$ cat src/osvf_pkg.sv
// shared types, constants and microcode table for the oversampled state-variable filter
package osvf_pkg;

   // number format and iteration count
   localparam int FRAC_BITS = 16;
   localparam int PASSES    = 3;
   localparam int COEF_BITS = 16;

   // datapath widths
   localparam int SAMPLE_W = 32;
   localparam int MUL_A_W  = 36;
   localparam int MUL_B_W  = 32;
   localparam int PROD_W   = MUL_A_W + MUL_B_W;
   localparam int NOTCH_W  = 35;
   localparam int HIGH_W   = 36;
   localparam int FH_W     = 35;
   localparam int MAG_W    = SAMPLE_W + 1;
   localparam int PASS_W   = (PASSES > 1) ? $clog2(PASSES) : 1;

   // configuration registers
   localparam int CUTOFF_W = 15;
   localparam int DAMP_W   = 19;
   localparam int DIST_W   = 18;
   localparam int CSR_IDX_W = 2;
   localparam int CSR_DATA_W = 19;

   localparam logic [CSR_IDX_W-1:0] CSR_CUTOFF     = 2'd0;
   localparam logic [CSR_IDX_W-1:0] CSR_DAMPING    = 2'd1;
   localparam logic [CSR_IDX_W-1:0] CSR_DISTORTION = 2'd2;

   localparam logic [CUTOFF_W-1:0]      CUTOFF_MAX = 15'd16384;
   localparam logic signed [DAMP_W-1:0] DAMP_MAX   = 19'sd131072;

   // magnitude above which a state is cleared
   localparam int CLEAR_WHOLE = 1000;
   localparam logic [63:0] CLEAR_LIMIT = 64'(CLEAR_WHOLE) << FRAC_BITS;

   // microcode program
   localparam int PC_W = 4;
   localparam logic [PC_W-1:0] PC_FIRST  = 4'd0;
   localparam logic [PC_W-1:0] PC_FINISH = 4'd8;

   typedef enum logic [0:0] {
      ST_IDLE,
      ST_RUN
   } state_type;

   typedef enum logic [2:0] {
      MUL_NONE,
      MUL_D_BAND,
      MUL_F_BAND,
      MUL_BAND_SQ,
      MUL_SQ_BAND,
      MUL_F_HIGH,
      MUL_DIST_CUBE
   } mul_op_type;

   typedef enum logic [2:0] {
      WB_NONE,
      WB_NOTCH,
      WB_LOW,
      WB_SQ,
      WB_HIGH,
      WB_CUBE,
      WB_FH,
      WB_BAND
   } wb_op_type;

   typedef enum logic [1:0] {
      SEQ_NEXT,
      SEQ_LOOP,
      SEQ_FINISH
   } seq_op_type;

   typedef struct packed {
      mul_op_type mul_op;
      wb_op_type  wb_op;
      seq_op_type seq_op;
   } ctrl_word_type;

   // a step starts at most one product and may write back the product of the step before
   function automatic ctrl_word_type ucode_rom(input logic [PC_W-1:0] pc);
      ctrl_word_type w;
      case (pc)
         4'd0:    w = '{MUL_D_BAND,    WB_NONE,  SEQ_NEXT};
         4'd1:    w = '{MUL_F_BAND,    WB_NOTCH, SEQ_NEXT};
         4'd2:    w = '{MUL_BAND_SQ,   WB_LOW,   SEQ_NEXT};
         4'd3:    w = '{MUL_NONE,      WB_SQ,    SEQ_NEXT};
         4'd4:    w = '{MUL_SQ_BAND,   WB_HIGH,  SEQ_NEXT};
         4'd5:    w = '{MUL_F_HIGH,    WB_CUBE,  SEQ_NEXT};
         4'd6:    w = '{MUL_DIST_CUBE, WB_FH,    SEQ_NEXT};
         4'd7:    w = '{MUL_NONE,      WB_BAND,  SEQ_LOOP};
         default: w = '{MUL_NONE,      WB_NONE,  SEQ_FINISH};
      endcase
      return w;
   endfunction

   // clamp a wide signed value to the 32-bit range
   function automatic logic signed [SAMPLE_W-1:0] sat32(input logic signed [PROD_W-1:0] v);
      logic signed [SAMPLE_W-1:0] r;
      if ((&v[PROD_W-1:SAMPLE_W-1]) || !(|v[PROD_W-1:SAMPLE_W-1])) begin
         r = v[SAMPLE_W-1:0];
      end else if (v[PROD_W-1]) begin
         r = {1'b1, {(SAMPLE_W-1){1'b0}}};
      end else begin
         r = {1'b0, {(SAMPLE_W-1){1'b1}}};
      end
      return r;
   endfunction

endpackage

$ cat src/oversampled_state_variable_filter_top.sv
// oversampled state-variable lowpass filter run by a microcoded sequencer
//
//   port group   dir   transfer when          payload
//   req_*        in    req_valid & ready      req_sample_in
//   rsp_*        out   rsp_valid & ready      rsp_sample_out, rsp_state_cleared
//   csr_*        in    csr_wr_en              csr_wr_index, csr_wr_data
//
// a transferred sample runs the eight-step program once per pass for PASSES passes,
// the program sharing one 36x32 multiplier, and then one finish step that writes the
// result; the next transfer is taken in the idle state after the finish step
// the final step waits while an earlier result is still untaken
// a new sample is taken as soon as the program ends, even with a result pending
// synchronous reset clears both filter states and loads the default coefficients
module oversampled_state_variable_filter_top
   import osvf_pkg::*;
(
   input  logic                        clock,
   input  logic                        reset,
   input  logic                        req_valid,
   output logic                        req_ready,
   input  logic signed [SAMPLE_W-1:0]  req_sample_in,
   output logic                        rsp_valid,
   input  logic                        rsp_ready,
   output logic signed [SAMPLE_W-1:0]  rsp_sample_out,
   output logic                        rsp_state_cleared,
   input  logic                        csr_wr_en,
   input  logic [CSR_IDX_W-1:0]        csr_wr_index,
   input  logic [CSR_DATA_W-1:0]       csr_wr_data
);

   state_type                   state_ff, state_in;
   logic [PC_W-1:0]             pc_ff, pc_in;
   logic [PASS_W-1:0]           pass_ff, pass_in;
   logic signed [SAMPLE_W-1:0]  x_ff, x_in;
   logic signed [PROD_W-1:0]    prod_ff, prod_in;
   logic signed [NOTCH_W-1:0]   notch_ff, notch_in;
   logic signed [HIGH_W-1:0]    high_ff, high_in;
   logic signed [SAMPLE_W-1:0]  sq_ff, sq_in;
   logic signed [SAMPLE_W-1:0]  cube_ff, cube_in;
   logic signed [FH_W-1:0]      fh_ff, fh_in;
   logic signed [SAMPLE_W-1:0]  low_ff, low_in;
   logic signed [SAMPLE_W-1:0]  band_ff, band_in;
   logic                        rsp_valid_ff, rsp_valid_in;
   logic signed [SAMPLE_W-1:0]  rsp_sample_ff, rsp_sample_in;
   logic                        rsp_cleared_ff, rsp_cleared_in;

   logic [CUTOFF_W-1:0]         cutoff_ff;
   logic signed [DAMP_W-1:0]    damp_ff;
   logic [DIST_W-1:0]           dist_ff;

   logic [CUTOFF_W-1:0]         f_eff;
   logic signed [DAMP_W-1:0]    d_eff;
   ctrl_word_type               ctrl;
   logic signed [MUL_A_W-1:0]   mul_a;
   logic signed [MUL_B_W-1:0]   mul_b;
   logic signed [PROD_W-1:0]    prod_coef;
   logic signed [PROD_W-1:0]    prod_frac;
   logic [MAG_W-1:0]            low_mag;
   logic [MAG_W-1:0]            band_mag;
   logic                        low_over;
   logic                        band_over;
   logic                        out_free;

   assign f_eff = (cutoff_ff > CUTOFF_MAX) ? CUTOFF_MAX : cutoff_ff;
   assign d_eff = (damp_ff > DAMP_MAX) ? DAMP_MAX : damp_ff;

   assign ctrl      = ucode_rom(pc_ff);
   assign prod_coef = prod_ff >>> COEF_BITS;
   assign prod_frac = prod_ff >>> FRAC_BITS;

   assign low_mag   = low_ff[SAMPLE_W-1] ? -MAG_W'(low_ff) : MAG_W'(low_ff);
   assign band_mag  = band_ff[SAMPLE_W-1] ? -MAG_W'(band_ff) : MAG_W'(band_ff);
   assign low_over  = 64'(low_mag) > CLEAR_LIMIT;
   assign band_over = 64'(band_mag) > CLEAR_LIMIT;
   assign out_free  = !rsp_valid_ff || rsp_ready;

   assign req_ready         = (state_ff == ST_IDLE);
   assign rsp_valid         = rsp_valid_ff;
   assign rsp_sample_out    = rsp_sample_ff;
   assign rsp_state_cleared = rsp_cleared_ff;

   // shared multiplier operand select
   always_comb begin
      mul_a = '0;
      mul_b = '0;
      case (ctrl.mul_op)
         MUL_D_BAND: begin
            mul_a = MUL_A_W'(band_ff);
            mul_b = MUL_B_W'(d_eff);
         end
         MUL_F_BAND: begin
            mul_a = MUL_A_W'(band_ff);
            mul_b = signed'(MUL_B_W'(f_eff));
         end
         MUL_BAND_SQ: begin
            mul_a = MUL_A_W'(band_ff);
            mul_b = MUL_B_W'(band_ff);
         end
         MUL_SQ_BAND: begin
            mul_a = MUL_A_W'(sq_ff);
            mul_b = MUL_B_W'(band_ff);
         end
         MUL_F_HIGH: begin
            mul_a = high_ff;
            mul_b = signed'(MUL_B_W'(f_eff));
         end
         MUL_DIST_CUBE: begin
            mul_a = MUL_A_W'(cube_ff);
            mul_b = signed'(MUL_B_W'(dist_ff));
         end
         default: begin
            mul_a = '0;
            mul_b = '0;
         end
      endcase
   end

   assign prod_in = mul_a * mul_b;

   // sequencer and write-back
   always_comb begin
      state_in       = state_ff;
      pc_in          = pc_ff;
      pass_in        = pass_ff;
      x_in           = x_ff;
      notch_in       = notch_ff;
      high_in        = high_ff;
      sq_in          = sq_ff;
      cube_in        = cube_ff;
      fh_in          = fh_ff;
      low_in         = low_ff;
      band_in        = band_ff;
      rsp_valid_in   = rsp_valid_ff && !rsp_ready;
      rsp_sample_in  = rsp_sample_ff;
      rsp_cleared_in = rsp_cleared_ff;

      case (state_ff)
         ST_IDLE: begin
            if (req_valid) begin
               state_in = ST_RUN;
               pc_in    = PC_FIRST;
               pass_in  = '0;
               x_in     = req_sample_in;
            end
         end
         ST_RUN: begin
            case (ctrl.wb_op)
               WB_NOTCH: notch_in = NOTCH_W'(x_ff) - NOTCH_W'(prod_coef);
               WB_LOW:   low_in   = sat32(PROD_W'(low_ff) + prod_coef);
               WB_SQ:    sq_in    = sat32(prod_frac);
               WB_HIGH:  high_in  = HIGH_W'(notch_ff) - HIGH_W'(low_ff);
               WB_CUBE:  cube_in  = sat32(prod_frac);
               WB_FH:    fh_in    = FH_W'(prod_coef);
               WB_BAND:  band_in  = sat32(PROD_W'(fh_ff) + PROD_W'(band_ff) - prod_coef);
               default: ;
            endcase

            case (ctrl.seq_op)
               SEQ_NEXT: pc_in = pc_ff + 1'b1;
               SEQ_LOOP: begin
                  if (pass_ff == PASS_W'(PASSES - 1)) begin
                     pc_in = PC_FINISH;
                  end else begin
                     pc_in   = PC_FIRST;
                     pass_in = pass_ff + 1'b1;
                  end
               end
               SEQ_FINISH: begin
                  if (out_free) begin
                     rsp_valid_in   = 1'b1;
                     rsp_sample_in  = low_ff >>> 1;
                     rsp_cleared_in = low_over || band_over;
                     if (low_over) begin
                        low_in = '0;
                     end
                     if (band_over) begin
                        band_in = '0;
                     end
                     state_in = ST_IDLE;
                  end
               end
               default: pc_in = PC_FINISH;
            endcase
         end
         default: state_in = ST_IDLE;
      endcase
   end

   always_ff @(posedge clock) begin
      if (reset) begin
         state_ff     <= ST_IDLE;
         pc_ff        <= PC_FIRST;
         pass_ff      <= '0;
         low_ff       <= '0;
         band_ff      <= '0;
         rsp_valid_ff <= 1'b0;
      end else begin
         state_ff     <= state_in;
         pc_ff        <= pc_in;
         pass_ff      <= pass_in;
         low_ff       <= low_in;
         band_ff      <= band_in;
         rsp_valid_ff <= rsp_valid_in;
      end
   end

   always_ff @(posedge clock) begin
      x_ff           <= x_in;
      prod_ff        <= prod_in;
      notch_ff       <= notch_in;
      high_ff        <= high_in;
      sq_ff          <= sq_in;
      cube_ff        <= cube_in;
      fh_ff          <= fh_in;
      rsp_sample_ff  <= rsp_sample_in;
      rsp_cleared_ff <= rsp_cleared_in;
   end

   // coefficient registers, writes to unknown indexes are dropped
   always_ff @(posedge clock) begin
      if (reset) begin
         cutoff_ff <= '0;
         damp_ff   <= DAMP_MAX;
         dist_ff   <= '0;
      end else if (csr_wr_en) begin
         case (csr_wr_index)
            CSR_CUTOFF:     cutoff_ff <= csr_wr_data[CUTOFF_W-1:0];
            CSR_DAMPING:    damp_ff   <= signed'(csr_wr_data[DAMP_W-1:0]);
            CSR_DISTORTION: dist_ff   <= csr_wr_data[DIST_W-1:0];
            default: ;
         endcase
      end
   end

`ifndef SYNTH
   a_start_clean: assert property (@(posedge clock) disable iff (reset)
      (req_valid && req_ready) |=> (pc_ff == PC_FIRST && pass_ff == '0 && state_ff == ST_RUN))
      else $error("program did not start at first step and pass");

   a_result_from_finish: assert property (@(posedge clock) disable iff (reset)
      (rsp_valid && !$past(rsp_valid)) |-> ($past(pc_ff) == PC_FINISH && $past(state_ff) == ST_RUN))
      else $error("result appeared outside the finish step");

   a_pass_bound: assert property (@(posedge clock) disable iff (reset)
      (state_ff == ST_RUN) |-> (pass_ff <= PASS_W'(PASSES - 1) && pc_ff <= PC_FINISH))
      else $error("sequencer ran past its program");

   a_clear_applied: assert property (@(posedge clock) disable iff (reset)
      (rsp_valid && !$past(rsp_valid) && rsp_state_cleared) |-> (low_ff == '0 || band_ff == '0))
      else $error("clear flag set but no state was cleared");

   a_no_accept_while_busy: assert property (@(posedge clock) disable iff (reset)
      (state_ff == ST_RUN && ctrl.seq_op != SEQ_FINISH) |=> (state_ff == ST_RUN))
      else $error("program left before its finish step");
`endif

endmodule
$ cat config.mk
export PLATFORM = sky130hd
export DESIGN_NAME = oversampled_state_variable_filter_top
export DESIGN_NICKNAME = d
export VERILOG_FILES = /design/src/osvf_pkg.sv /design/src/oversampled_state_variable_filter_top.sv
export SDC_FILE = /design/constraint.sdc
export NUM_CORES = 2
export LEC_CHECK = 0
export ABC_CLOCK_PERIOD_IN_PS = 9100
export BUFFER_PORTS_ARGS = -buffer_cell sky130_fd_sc_hd__buf_2
export CAP_MARGIN = 20
export CORE_UTILIZATION = 35
export DETAILED_ROUTE_END_ITERATION = 7
export PLACE_DENSITY_LB_ADDON = 0.2
export SLEW_MARGIN = 5
export SYNTH_ARGS = -nofsm -noshare
export SYNTH_HDL_FRONTEND = slang
export SYNTH_SLANG_ARGS = --single-unit
$ cat constraint.sdc
create_clock -name clock -period 9.1 [get_ports clock]
set_input_delay 1.82 -clock clock [delete_from_list [all_inputs] [get_ports clock]]
set_output_delay 1.82 -clock clock [all_outputs]
set_load 0.05 [all_outputs]
==> results.txt <==
number of buffers created by CTS: 48
WL final: 215,000 um
via density per instance: 5.05
outcome: finished with violations
layout filler cell count: 18.1k
pwr dens: 63.8 nW/um^2
worst skew pair latency: 620 ps
Synthesis Warnings: 0
Final Util: 0.417
CP max stage delay: 580 ps
largest cells by area after synthesis: fa_1, edfxtp_1, inv_1, ha_1, dfxtp_1
total track usage: 0.235
Crit-path slowest cell: fa_1
failing checks: setup timing
Num Clock Sinks: 417
htree depth: 2
crit path max fanout: 7
Placed Area: 73,000 um^2
RePlAce Congestion: 0.955
most frequent cells after synthesis: inv_1, fa_1, nor2_1
sequential area share after synthesis: 0.165
hold path endpoint: dist_ff[8]$_SDFFE_PP0P_
Setup CP Type: reg -> reg
total grt overflow: 0
Hold Fails Final Rpt: 0
main flop type after synthesis: edfxtp_1
Initial Util: 0.353
syn nets: 8,722
Tot Pwr: 4880 uW
fin. max-slew vios: 0
first-pass GRT wire length: 333,000 um
vias post-DR: 51.0k
DRC: 0
Die Span X: 432 um
Hold WC Path Type: reg -> reg
total die area: 186,000 um^2
leakage power: 0.0362 uW
worst-margin pin slew: 1170 ps
max_cap viols: 0
Final Skew: 42.2 ps
CP required: 9580 ps
min cycle time layout: 9310 ps
R2R Setup Slk: -210 ps
Detail Route Antenna Nets: 0
Hold Path Depth: 2
crit path launch type: flip-flop
period utilization: 1.02
Synth cell types: 99
worst r2r path cells: 37
die height: 432 um
CP dominant cell by count: fa_1
DR iter-0 viols: 3,582
number of synthesized flops with an enable pin: 234
share of layout cells above drive strength 1: 0.159
largest net degree at the start of global routing: 68
average wire per cell in the routed design: 21.3 um
port buffer count: 92
cell taking the most area after synthesis: fa_1
top cell type's share of synthesized area: 0.389
#FFs+latches synth: 417
Slew HR: 0.213
Avg Inst Size Synth: 9.18 um^2
nets@finish: 9,280
final setup fails: 13
hold_sp: dist_ff[8]$_SDFFE_PP0P_
unrepaired setup endpoints after global routing: true
Reg2Reg Launch Point: damp_ff[1]$_SDFFE_PP0P_
VDD IR max: 141 uV
Setup WS post-layout: -214 ps
post-layout instance area: 76,400 um^2
io pins: 93
area added between synthesis and finish: 18.2%
Fmax: 107 MHz
initial antenna violation count: 2
Clock Path Buffers: 3
count leader, synth: inv_1
antenna cell count: 0
Pre-antenna DRT Iters: 7
Root Driver: clkbuf_16
Final HPWL DP: 185,000 um
post-synthesis async set-or-reset flop share: 0
reg2reg end: prod_ff[66]$_DFF_P_
number of global-route vias before repair: 54.0k
Synth Instances: 7,039
Synth Cell Area: 64,600 um^2
Site Rows: 157
Data arrival, critical path: 9790 ps
CTS tree: done
CTS clock-pin slew for the worst setup and hold paths: 70 ps
Setup crit end kind: flip-flop
core box area: 183,000 um^2
cell families after synthesis:
family                     after synthesis  share of synthesized area
AOI/OAI and AO/OA                     1051                      0.110
xor gates and xnor gates               227                     0.0308
adders and majority gates             1625                      0.460
buffers and inverters                 1715                      0.100
DFF                                    417                      0.165
muxes                                    7                    0.00118
and+or+nand+nor                       1997                      0.132
stage by stage:
stage	TNS, ps	instances	setup WS, ps	hold WS (ps)
2_1_floorplan	0	7039	6.56	432
3_3_place_gp	-6730	9954	-550	448
3_5_place_dp	-10920	9954	-720	447
4_1_cts	-1930	10086	-245	459
5_1_grt	-6820	10099	-569	493
6_report	-1460	10099	-214	461
power breakdown:
group / switching [uW] / internal (uW)
clock network: 860 / 1050
registers: 36.9 / 2050
logic: 551 / 327
cell type report:
cell class	instances	area [um^2]	share of cell area
clock inverters	31	254	0.00333
repair buffers	824	7030	0.0920
clock buffers	57	1310	0.0171
well taps	2464	3080	0.0404
inverters	1398	5250	0.0687
flip-flops and latches	417	10700	0.140
multi-input cells	4908	48700	0.638
how the worst max path moves through the flow:
stage	start	to	cells after the start	slack [ps]
after floorplan	flip-flop	prod_ff[65]$_DFF_P_	34	7
final	damp_ff[1]$_SDFFE_PP0P_	prod_ff[66]$_DFF_P_	37	-210
after CTS	damp_ff[1]$_SDFFE_PP0P_	prod_ff[65]$_DFF_P_	38	-250
after global routing	damp_ff[1]$_SDFFE_PP0P_	prod_ff[67]$_DFF_P_	37	-570
after global placement	cutoff_ff[9]$_SDFFE_PP0P_	prod_ff[58]$_DFF_P_	37	-550
after detailed placement	cutoff_ff[9]$_SDFFE_PP0P_	prod_ff[58]$_DFF_P_	37	-720
routing by layer:
metal / wire, um / vias up / GRT usage
met4: 5480 / 2 / 0.0537
met1: 99500 / 26072 / 0.341
met5: 12 / - / 0
met3: 11700 / 232 / 0.0238
met2: 98400 / 1402 / 0.379
li1: - / 23254 / -
repair_timing:
item / 4_1_cts / 5_1_grt
gates cloned: 6 / 2
pin swaps: 70 / 59
hold buffers: 0 / 0
gates resized for setup: 175 / 152
setup buffers: 40 / 17
endpoints found under the setup margin: 27 / 27
sequential cells by signal, indices dropped and copies added, names as in the netlist, 2 cells and up, named ones only:
register and flops:
prod_ff 52, high_ff 36, fh_ff 35, notch_ff 35, band_ff 32, cube_ff 32
low_ff 32, sq_ff 32, x_ff 32, rsp_sample_out 31, damp_ff 19, dist_ff 18
cutoff_ff 15, pc_ff 4, pass_ff 2
worst max-delay path: cells and delay by family, from the launching register on:
family	cells	cell delay [ps]
AO/OA/AOI/OAI	10	1810
XOR/XNOR	1	110
AND/OR/NAND/NOR	6	1330
adder cells (fa/ha/maj)	9	4380
buffers and inverters	11	1220
flip-flops	1	320
layout by cell type, fill, tap and decap left out, types with 17 or more instances in the layout:
cell type,count
inv_1,1382
fa_1,1220
nor2_1,842
nand2_1,650
buf_4,613
ha_1,357
a21oi_1,272
edfxtp_1,234
dfxtp_1,172
xnor2_1,166
o21ai_0,165
a21o_1,141
buf_2,93
a22oi_1,63
buf_12,63
xor2_1,59
nand3_1,59
nor3_1,54
clkbuf_16,52
nand2b_1,51
nor2_2,46
buf_6,45
nand4_1,39
a221o_1,37
fa_2,36
o21a_1,35
nor2b_1,32
a32o_1,31
a31oi_1,29
and2_1,24
a211oi_1,24
o21bai_1,24
a21oi_2,22
nor4_1,22
and3_1,22
nor2_4,18
or2_2,18
and2_4,17
o211ai_1,17
Power figures use the tool's default switching activity.
